### config.mk
export PLATFORM = sky130hd
export DESIGN_NAME = fix_message_framer_unit
export DESIGN_NICKNAME = d
export VERILOG_FILES = /design/src/rtl/fmf_pkg.sv /design/src/rtl/fmf_out_fifo.sv /design/src/rtl/fix_message_framer_unit.sv
export SDC_FILE = /design/constraint.sdc
export NUM_CORES = 1
export LEC_CHECK = 0
export BUFFER_PORTS_ARGS = -buffer_cell sky130_fd_sc_hd__buf_2
export CAP_MARGIN = 20
export CORE_MARGIN = 8
export CORE_UTILIZATION = 35
export CTS_BUF_LIST = sky130_fd_sc_hd__clkbuf_8 sky130_fd_sc_hd__clkbuf_16
export CTS_CLUSTER_DIAMETER = 150
export DETAILED_ROUTE_END_ITERATION = 16
export PLACE_DENSITY_LB_ADDON = 0.08
export SYNTH_ARGS = -nofsm -noshare
export SYNTH_HDL_FRONTEND = slang
export SYNTH_SLANG_ARGS = --single-unit
### constraint.sdc
create_clock -name clk_i -period 14.15 [get_ports clk_i]
set_input_delay 2.83 -clock clk_i [delete_from_list [all_inputs] [get_ports clk_i]]
set_output_delay 2.83 -clock clk_i [all_outputs]
set_load 0.02 [all_outputs]
### src/rtl/fmf_pkg.sv
`timescale 1ns / 1ps
// ---------------------------------------------------------------------------
// fmf_pkg
// Shared codes and constants for the FIX message framer.
// ---------------------------------------------------------------------------
package fmf_pkg;

  localparam logic [2:0] ST_OK         = 3'd0;
  localparam logic [2:0] ST_INCOMPLETE = 3'd1;
  localparam logic [2:0] ST_BAD_HEADER = 3'd2;
  localparam logic [2:0] ST_BAD_LENGTH = 3'd3;
  localparam logic [2:0] ST_BAD_CSUM   = 3'd4;
  localparam logic [2:0] ST_MALFORMED  = 3'd5;
  localparam logic [2:0] ST_TOO_LONG   = 3'd6;

  localparam int unsigned MinBuffer  = 20;
  localparam int unsigned TrailerLen = 7;
  localparam int unsigned DataW      = 88;

  typedef struct packed {
    logic              kind;
    logic              last;
    logic [DataW-1:0]  data;
  } result_t;

  function automatic logic [7:0] hdr_char(input logic [3:0] idx);
    logic [7:0] c;
    case (idx)
      4'd0:    c = 8'h38;
      4'd1:    c = 8'h3D;
      4'd2:    c = 8'h46;
      4'd3:    c = 8'h49;
      4'd4:    c = 8'h58;
      4'd5:    c = 8'h2E;
      4'd6:    c = 8'h34;
      4'd7:    c = 8'h2E;
      4'd8:    c = 8'h34;
      4'd10:   c = 8'h39;
      default: c = 8'h3D;
    endcase
    return c;
  endfunction

endpackage

### src/rtl/fmf_out_fifo.sv
`timescale 1ns / 1ps
// ---------------------------------------------------------------------------
// fmf_out_fifo
// Four-entry result queue, takes up to two results per cycle.
// ---------------------------------------------------------------------------
module fmf_out_fifo (
  input  logic            clk_i,
  input  logic            rst_ni,
  input  logic            wr0_i,
  input  logic            wr1_i,
  input  fmf_pkg::result_t din0_i,
  input  fmf_pkg::result_t din1_i,
  output logic            room_o,
  output logic            valid_o,
  input  logic            ready_i,
  output fmf_pkg::result_t dout_o
);
  import fmf_pkg::*;

  result_t     mem_q [4];
  logic [1:0]  wr_q, rd_q;
  logic [2:0]  cnt_q;
  logic        pop;
  logic [1:0]  nwr;

  assign pop     = valid_o && ready_i;
  assign valid_o = (cnt_q != 3'd0);
  assign room_o  = (cnt_q <= 3'd2);
  assign dout_o  = mem_q[rd_q];
  assign nwr     = {1'b0, wr0_i} + {1'b0, wr1_i};

  always_ff @(posedge clk_i) begin
    if (wr0_i) begin
      mem_q[wr_q] <= din0_i;
    end
    if (wr1_i) begin
      mem_q[wr_q + {1'b0, wr0_i}] <= din1_i;
    end
  end

  always_ff @(posedge clk_i or negedge rst_ni) begin
    if (!rst_ni) begin
      wr_q  <= '0;
      rd_q  <= '0;
      cnt_q <= '0;
    end else begin
      wr_q  <= wr_q + nwr;
      rd_q  <= rd_q + {1'b0, pop};
      cnt_q <= cnt_q + {1'b0, nwr} - {2'b0, pop};
    end
  end

endmodule

### src/rtl/fix_message_framer_unit.sv
`timescale 1ns / 1ps
// ---------------------------------------------------------------------------
// fix_message_framer_unit
// Byte-serial FIX 4.4 framer: header, body length, checksum, field reports.
// ---------------------------------------------------------------------------
// channel  | dir | tdata                    | tuser       | tlast
// s_axis   | in  | data_byte                | -           | buffer_end
// m_axis   | out | tag,off,len,st,cons,csum | result_kind | last
// apb      | in  | soh_char at 0x0          | -           | -
// One byte per cycle; the parse state updates in the accepting cycle.
// Results go through a four-entry queue; input stalls when it holds three+.
// Up to two results per byte; sustained rate is one byte per cycle while
// the output drains. Reset clears the parser, queue and delimiter (1).
// ---------------------------------------------------------------------------
module fix_message_framer_unit #(
  parameter int unsigned MAX_MESSAGE_BYTES = 131072,
  parameter int unsigned MAX_BODY_LENGTH   = 65535,
  parameter int unsigned MAX_TAG           = 1048575
) (
  input  logic        clk_i,
  input  logic        rst_ni,
  input  logic        s_axis_tvalid,
  output logic        s_axis_tready,
  input  logic [7:0]  s_axis_tdata,   // [7:0] data_byte
  input  logic        s_axis_tlast,
  output logic        m_axis_tvalid,
  input  logic        m_axis_tready,
  // [19:0] field_tag, [36:20] value_offset, [53:37] value_length,
  // [56:54] status, [73:57] consumed, [81:74] checksum_value, rest zero
  output logic [fmf_pkg::DataW-1:0] m_axis_tdata,
  output logic        m_axis_tuser,   // [0] result_kind
  output logic        m_axis_tlast,
  input  logic        psel,
  input  logic        penable,
  input  logic        pwrite,
  input  logic [2:0]  paddr,
  input  logic [31:0] pwdata,
  output logic [31:0] prdata,
  output logic        pready
);
  import fmf_pkg::*;

  localparam int CW = $clog2(MAX_MESSAGE_BYTES + 1);
  localparam int LW = $clog2(MAX_BODY_LENGTH + 2);
  localparam int TW = $clog2(MAX_TAG + 2);
  localparam int SW = ((CW > LW) ? CW : LW) + 2;

  typedef enum logic [2:0] {
    PH_HDR, PH_LEN, PH_BODY, PH_TRL, PH_WAIT, PH_DROP
  } phase_e;

  typedef struct packed {
    phase_e        phase;
    logic [CW-1:0] cnt;
    logic [7:0]    sum;
    logic [LW-1:0] blen;
    logic [CW-1:0] bend;
    logic [TW-1:0] tag;
    logic [CW-1:0] fstart;
    logic [2:0]    perr;
    logic [9:0]    trl;
    logic [2:0]    derr;
    logic          tag_seen;
    logic          in_val;
    logic          len_seen;
    logic          len_bad;
    logic          trl_bad;
  } pstate_t;

  localparam pstate_t ClearState = '{phase: PH_HDR, default: '0};

  pstate_t    s_q, s_d;
  logic [7:0] soh_q;
  logic       acc, room;
  logic       r0_v, r1_v;
  result_t    r0, r1, rout;

  assign acc           = s_axis_tvalid && s_axis_tready;
  assign s_axis_tready = room;
  assign pready        = 1'b1;
  assign prdata        = (paddr == 3'd0) ? {24'd0, soh_q} : 32'd0;

  always_ff @(posedge clk_i or negedge rst_ni) begin
    if (!rst_ni) begin
      soh_q <= 8'd1;
    end else if (psel && penable && pwrite && paddr == 3'd0) begin
      soh_q <= pwdata[7:0];
    end
  end

  function automatic result_t mk_res(input logic kind, input logic [TW-1:0] tag,
                                     input logic [CW-1:0] off, input logic [CW-1:0] len,
                                     input logic [2:0] st, input logic [CW-1:0] cons,
                                     input logic [7:0] cs);
    result_t r;
    logic [19:0] t20;
    logic [16:0] o17, l17, c17;
    t20 = 20'(tag);
    o17 = 17'(off);
    l17 = 17'(len);
    c17 = 17'(cons);
    r.kind = kind;
    r.last = 1'b0;
    r.data = {6'd0, cs, c17, st, l17, o17, t20};
    return r;
  endfunction

  always_comb begin
    logic [7:0]      b;
    logic            fin;
    logic [CW-1:0]   pos, k;
    logic            st_v, cand, isdig;
    logic [2:0]      st;
    logic [TW-1:0]   ftag;
    logic [CW-1:0]   foff, flen;
    logic [TW+3:0]   tv;
    logic [LW+3:0]   lv;
    logic [SW-1:0]   lim;
    logic [7:0]      want;
    result_t         fres, sres;

    b     = s_axis_tdata;
    fin   = s_axis_tlast;
    s_d   = s_q;
    pos   = s_q.cnt;
    k     = '0;
    st_v  = 1'b0;
    st    = ST_OK;
    cand  = 1'b0;
    ftag  = '0;
    foff  = '0;
    flen  = '0;
    tv    = '0;
    lv    = '0;
    lim   = '0;
    want  = '0;
    fres  = '0;
    sres  = '0;
    isdig = (b >= 8'h30) && (b <= 8'h39);
    r0_v  = 1'b0;
    r1_v  = 1'b0;
    r0    = '0;
    r1    = '0;

    if (s_q.phase == PH_DROP) begin
      if (fin) begin
        s_d = ClearState;
      end
    end else if (s_q.phase == PH_WAIT) begin
      if (s_q.cnt < CW'(MinBuffer)) begin
        s_d.cnt = s_q.cnt + 1'b1;
      end
      if (s_d.cnt >= CW'(MinBuffer)) begin
        r0_v = 1'b1;
        r0 = mk_res(1'b1, '0, '0, '0, s_q.derr, '0, 8'd0);
        s_d.phase = PH_DROP;
      end else if (fin) begin
        r0_v = 1'b1;
        r0 = mk_res(1'b1, '0, '0, '0, ST_INCOMPLETE, '0, 8'd0);
      end
      r0.last = 1'b1;
      if (fin) begin
        s_d = ClearState;
      end
    end else begin
      s_d.cnt = s_q.cnt + 1'b1;
      if (s_q.phase != PH_TRL) begin
        s_d.sum = s_q.sum + b;
        if (s_q.perr == 3'd0) begin
          if (!s_q.in_val) begin
            if (b == 8'h3D) begin
              if (!s_q.tag_seen) s_d.perr = ST_MALFORMED;
              else if (s_q.tag > TW'(MAX_TAG)) s_d.perr = ST_TOO_LONG;
              else begin
                s_d.in_val = 1'b1;
                s_d.fstart = pos + 1'b1;
              end
            end else if (isdig) begin
              tv = ({4'd0, s_q.tag} << 3) + ({4'd0, s_q.tag} << 1) + (TW+4)'(b - 8'h30);
              s_d.tag = (tv > (TW+4)'(MAX_TAG)) ? TW'(MAX_TAG + 1) : tv[TW-1:0];
              s_d.tag_seen = 1'b1;
            end else begin
              s_d.perr = ST_MALFORMED;
            end
          end else if (b == soh_q) begin
            cand = 1'b1;
            ftag = s_q.tag;
            foff = s_q.fstart;
            flen = pos - s_q.fstart;
            s_d.in_val = 1'b0;
            s_d.tag_seen = 1'b0;
            s_d.tag = '0;
          end
        end
      end
      unique case (s_q.phase)
        PH_HDR: begin
          want = (pos < CW'(9)) ? hdr_char(pos[3:0]) :
                 (pos == CW'(9)) ? soh_q : hdr_char(pos[3:0]);
          if (b != want) begin
            st_v = 1'b1; st = ST_BAD_HEADER;
          end else if (pos == CW'(11)) begin
            s_d.phase = PH_LEN;
          end
        end
        PH_LEN: begin
          if (b == soh_q) begin
            lim = SW'(pos) + SW'(s_q.blen) + SW'(1 + TrailerLen);
            if (!s_q.len_seen || s_q.len_bad) begin
              st_v = 1'b1; st = ST_BAD_LENGTH;
            end else if (s_q.blen > LW'(MAX_BODY_LENGTH) ||
                         lim >= SW'(MAX_MESSAGE_BYTES)) begin
              st_v = 1'b1; st = ST_TOO_LONG;
            end else begin
              s_d.bend  = CW'(SW'(pos) + SW'(s_q.blen) + SW'(1));
              s_d.phase = (s_q.blen == '0) ? PH_TRL : PH_BODY;
            end
          end else begin
            if (isdig) begin
              lv = ({4'd0, s_q.blen} << 3) + ({4'd0, s_q.blen} << 1) + (LW+4)'(b - 8'h30);
              s_d.blen = (lv > (LW+4)'(MAX_BODY_LENGTH)) ? LW'(MAX_BODY_LENGTH + 1)
                                                         : lv[LW-1:0];
              s_d.len_seen = 1'b1;
            end else begin
              s_d.len_bad = 1'b1;
            end
            if (SW'(s_d.cnt) + SW'(TrailerLen + 1) >= SW'(MAX_MESSAGE_BYTES)) begin
              st_v = 1'b1; st = ST_TOO_LONG;
            end
          end
        end
        PH_BODY: begin
          if (s_d.cnt >= s_q.bend) s_d.phase = PH_TRL;
        end
        PH_TRL: begin
          k = pos - s_q.bend;
          if (k == '0) begin
            if (s_q.perr == 3'd0) begin
              if (s_q.in_val && b == soh_q) begin
                cand = 1'b1;
                ftag = s_q.tag;
                foff = s_q.fstart;
                flen = s_q.bend - s_q.fstart;
              end else if (s_q.in_val || s_q.tag_seen) begin
                s_d.perr = ST_MALFORMED;
              end
            end
            if (b != 8'h31) s_d.trl_bad = 1'b1;
          end else if (k == CW'(1)) begin
            if (b != 8'h30) s_d.trl_bad = 1'b1;
          end else if (k == CW'(2)) begin
            if (b != 8'h3D) s_d.trl_bad = 1'b1;
          end else if (k < CW'(6)) begin
            if (isdig) s_d.trl = 10'((s_q.trl << 3) + (s_q.trl << 1) + 10'(b - 8'h30));
            else s_d.trl_bad = 1'b1;
          end else begin
            if (b != soh_q) s_d.trl_bad = 1'b1;
            st_v = 1'b1;
            if (s_d.trl_bad || s_q.trl != {2'b0, s_q.sum}) st = ST_BAD_CSUM;
            else if (s_d.perr != 3'd0) st = s_d.perr;
            else st = ST_OK;
          end
        end
        default: ;
      endcase

      if (st_v && (st != ST_OK || s_q.phase != PH_TRL)) begin
        if (s_d.cnt >= CW'(MinBuffer)) begin
          s_d.phase = PH_DROP;
        end else begin
          s_d.phase = PH_WAIT;
          s_d.derr  = st;
          st_v = 1'b0;
        end
      end

      fres = mk_res(1'b0, ftag, foff, flen, ST_OK, '0, 8'd0);
      if (st_v) begin
        sres = (st == ST_OK) ? mk_res(1'b1, '0, '0, '0, st, s_d.cnt, s_q.trl[7:0])
                             : mk_res(1'b1, '0, '0, '0, st, '0, 8'd0);
      end else begin
        sres = mk_res(1'b1, '0, '0, '0, ST_INCOMPLETE, '0, 8'd0);
      end
      sres.last = 1'b1;
      fres.last = !(st_v || fin);

      if (cand && (!st_v || st == ST_OK) && s_d.phase != PH_WAIT) begin
        r0_v = 1'b1;
        r0 = fres;
        r1_v = st_v || fin;
        r1 = sres;
      end else begin
        r0_v = st_v || fin;
        r0 = sres;
      end
      if ((st_v && st == ST_OK) || fin) begin
        s_d = ClearState;
      end
    end

    r0_v = r0_v && acc;
    r1_v = r1_v && acc;
  end

  always_ff @(posedge clk_i or negedge rst_ni) begin
    if (!rst_ni) begin
      s_q <= ClearState;
    end else if (acc) begin
      s_q <= s_d;
    end
  end

  fmf_out_fifo u_fifo (
    .clk_i   (clk_i),
    .rst_ni  (rst_ni),
    .wr0_i   (r0_v),
    .wr1_i   (r1_v),
    .din0_i  (r0),
    .din1_i  (r1),
    .room_o  (room),
    .valid_o (m_axis_tvalid),
    .ready_i (m_axis_tready),
    .dout_o  (rout)
  );

  assign m_axis_tdata = rout.data;
  assign m_axis_tuser = rout.kind;
  assign m_axis_tlast = rout.last;

endmodule

==> key figures <==
Status
  – Status: finished, final reports clean

Clock network
  – CTS buffer count: 57
  – H-tree levels: 2
  – CTS tree: yes
  – Post_cts resized: 0
  – Clock transition at path regs: 60 ps
  – Root Driver: clkbuf_16
  – Max Buffers Root-to-Sink: 3
  – Clock network latency to the later pin of the worst-skew pair: 640 ps
  – Hold buffers post-CTS: 0
  – CTS sink cnt: 474
  – Post-CTS setup buffers: 0

Die
  – # IOs: 176
  – Die Width: 311 um
  – Full die area: 96500 sq um
  – Core Area: 86500 sq um
  – Die span in y: 311 um
  – Initial Utilization: 35.1%
  – FP Rows: 108

Global routing
  – Met2 Usage GRT: 32.7%
  – Grt total ovfl: 0
  – First-pass GRT wire length: 160 mm
  – Met3 GRT Util: 3.86%
  – Pin count of the biggest net entering global routing: 113
  – Gr usage total: 20.8%
  – Number of global-route vias before repair: 26100
  – GR peak layer: met2
  – Initial antenna violation count: 2
  – Met1 usage: 28.5%

Synth
  – Synth warnings: 0
  – Cell taking the most area after synthesis: dfxtp_1
  – Syn avg cell area: 9.71 sq um
  – Main synth FF type: dfxtp_1
  – Post-synthesis sequential area ratio: 37.4%
  – Yosys top cell area share: 14.2%
  – Asr flop ratio synth: 29.1%
  – Synth cell types: 91
  – Yosys reg bits: 474
  – Top area cells in the synthesized netlist: dfxtp_1 14%, edfxtp_1 12%, dfrtp_1 11%
  – EDFF count, synth: 120
  – Cells after Synth: 3131
  – Cell Area, Synth: 30400 sq um

Worst hold path
  – Worst hold endpoint: s_q[2]
  – Hold WC Path Type: reg -> reg
  – Hold Startpoint: s_q[2]
  – WHS Path Cells: 2

STA
  – Clock skew: 34.5 ps
  – Unrepaired setup endpoints after global routing: no
  – Peak Freq: 112 MHz
  – Setup_tns: 0 ps
  – Final Critical Period: 8960 ps
  – Max Slew Vio Count: 0
  – Hold Slack: 489 ps
  – Slew margin rel.: 28.8%
  – Fin. Hold Viols: 0
  – Final period util: 63.3%
  – Worst Slack Setup Final: 5190 ps
  – Least-Margin Pin Slew: 1070 ps
  – Final setup fails: 0

Place
  – PortBufs: 120
  – Pre-CTS WS: 4720 ps
  – Routability cong.: 0.923
  – Dpl hpwl: 69.6 mm
  – Placed standard-cell area: 31700 sq um

Drt
  – Post-route DRC: 0
  – Final wirelength: 104 mm
  – Drt wl/cell: 24.2 um
  – Vias per std cell: 6.02
  – Initial DRC count: 2310
  – Via Count: 26000
  – Post-detailed-route count of antenna-violating nets: 0
  – First-pass DRT Iterations: 6

Layout
  – Ant diodes: 0
  – Utilization after layout: 39.0%
  – # nets final: 3380
  – Filler Cells Inserted: 8524
  – Layout cells sized above 1: 12.7%
  – Fin area: 33700 sq um
  – Layout area overhead: 11.0%

Critical path
  – Setup crit start kind: primary input
  – Flop2flop setup slack: 6010 ps
  – Crit path max fanout: 109
  – CP Data Arrival Time: 9490 ps
  – Crit. Startpoint: s_axis_tdata[4]
  – WP data required: 14680 ps
  – Reg-to-reg startpoint: s_q[103]
  – Crit path kind: in -> reg
  – Critical Path Sink Type: register
  – RR Endpoint: u_fifo.mem_q[1][13]
  – Reg2Reg Depth: 18

Pwr
  – VDD IR max: 0.000117 V
  – Power per cell area: 149 nW/um^2
  – Pleak: 0.0125 uW

Job
  – Max-cap violations: 0
## worst max-delay path by stage
stage,to,depth (start not counted),slack (ps)
after global routing,u_fifo.mem_q[0][6],15,4730
after CTS,u_fifo.mem_q[3][16],15,5380
after detailed placement,u_fifo.mem_q[2][4],15,4720
after global placement,u_fifo.mem_q[2][14],15,4920
final,u_fifo.mem_q[1][13],15,5190
after floorplan,s_q[39],15,4550
## cell usage after synthesis, drive strengths merged (19+ instances only)
library cell    n
a31oi         225
nor4          122
xor2           66
clkbuf        162
buf           120
o31ai          54
nand3          68
nand2         248
a21oi         126
a21o           37
xnor2          86
inv           153
nand2b         25
nor3           32
o21a           20
nand4          20
and2           31
mux4           84
nor2b          23
dfrtp         137
a211oi         53
o21ai         157
nor2          121
a311oi        184
ha            165
o22ai          19
fa             49
edfxtp        120
dfxtp         216
## cells by family (layout without fill, tap and decap cells)
logic type / count (synthesis) / count (layout) / synth area share [%]
compound gates: 976 / 976 / 22.0
xor+xnor: 152 / 152 / 4.38
fa+ha+maj: 214 / 214 / 10.0
buf+inv: 435 / 438 / 6.27
flops: 474 / 474 / 37.4
mux: 100 / 100 / 6.78
other cells: 2 / 31 / 0.0247
simple gates: 778 / 778 / 13.0
## state kept, by name, summed over array words and instances, names as in the netlist
| signal | cells |
|---|---|
| u_fifo.mem_q | 336 |
| s_q | 123 |
| soh_q | 8 |
| u_fifo.cnt_q | 3 |
| u_fifo.rd_q | 2 |
| u_fifo.wr_q | 2 |
## report_power, final
part	leakage [uW]	switching [uW]	internal (uW)
sequential	0.00465	122	1480
combinational	0.00690	1280	591
clock	0.000998	634	913
total	0.0125	2040	2980
## through the flow
stage          cells  total power (uW)
2_1_floorplan   3160              2890
3_3_place_gp    4209              3470
3_5_place_dp    4210              3490
4_1_cts         4317              5060
5_1_grt         4318              5290
6_report        4318              5020
## placed cells by master (no fill, tap or decap), types with 19 or more instances in the layout
cell type and n:
a211oi_1 52, a21o_1 37, a21oi_1 125, a311oi_1 184
a31oi_1 225, and2_1 26, buf_2 119, buf_4 57
clkbuf_16 58, conb_1 31, dfrtp_1 135, dfxtp_1 216
edfxtp_1 120, fa_1 49, ha_1 165, inv_1 164
mux4_2 84, nand2_1 248, nand2b_1 22, nand3_1 67
nand4_1 19, nor2_1 118, nor2b_1 21, nor3_1 31
nor4_1 121, o21a_1 20, o21ai_0 145, o22ai_1 19
o31ai_1 54, xnor2_1 86, xor2_1 66
## critical path: stages
cell	delay (ps)
buf_2	190
ha_1	280
or4b_4	510
nor4_1	290
o211ai_1	400
a31oi_1	420
a31oi_1	210
a2111oi_4	530
nand4_4	270
nor2_4	190
buf_4	790
buf_4	890
buf_4	910
nand2_1	280
a311oi_1	340
## layout make-up
cell class	count	area [sq um]	area share (%)
multi-input combinational	2251	17300	51.2
timing repair buffer	178	1060	3.15
sequential	474	11400	33.8
inverter	153	579	1.72
clock inverter	41	413	1.22
tap	1155	1450	4.28
clock buffer	66	1560	4.63
## layer usage
metal | up-vias | wire (um)
li1 | 12000 | -
met1 | 12900 | 47300
met2 | 887 | 46500
met3 | 173 | 7140
met4 | 0 | 3540
met5 | - | 0
Power figures use the tool's default switching activity.
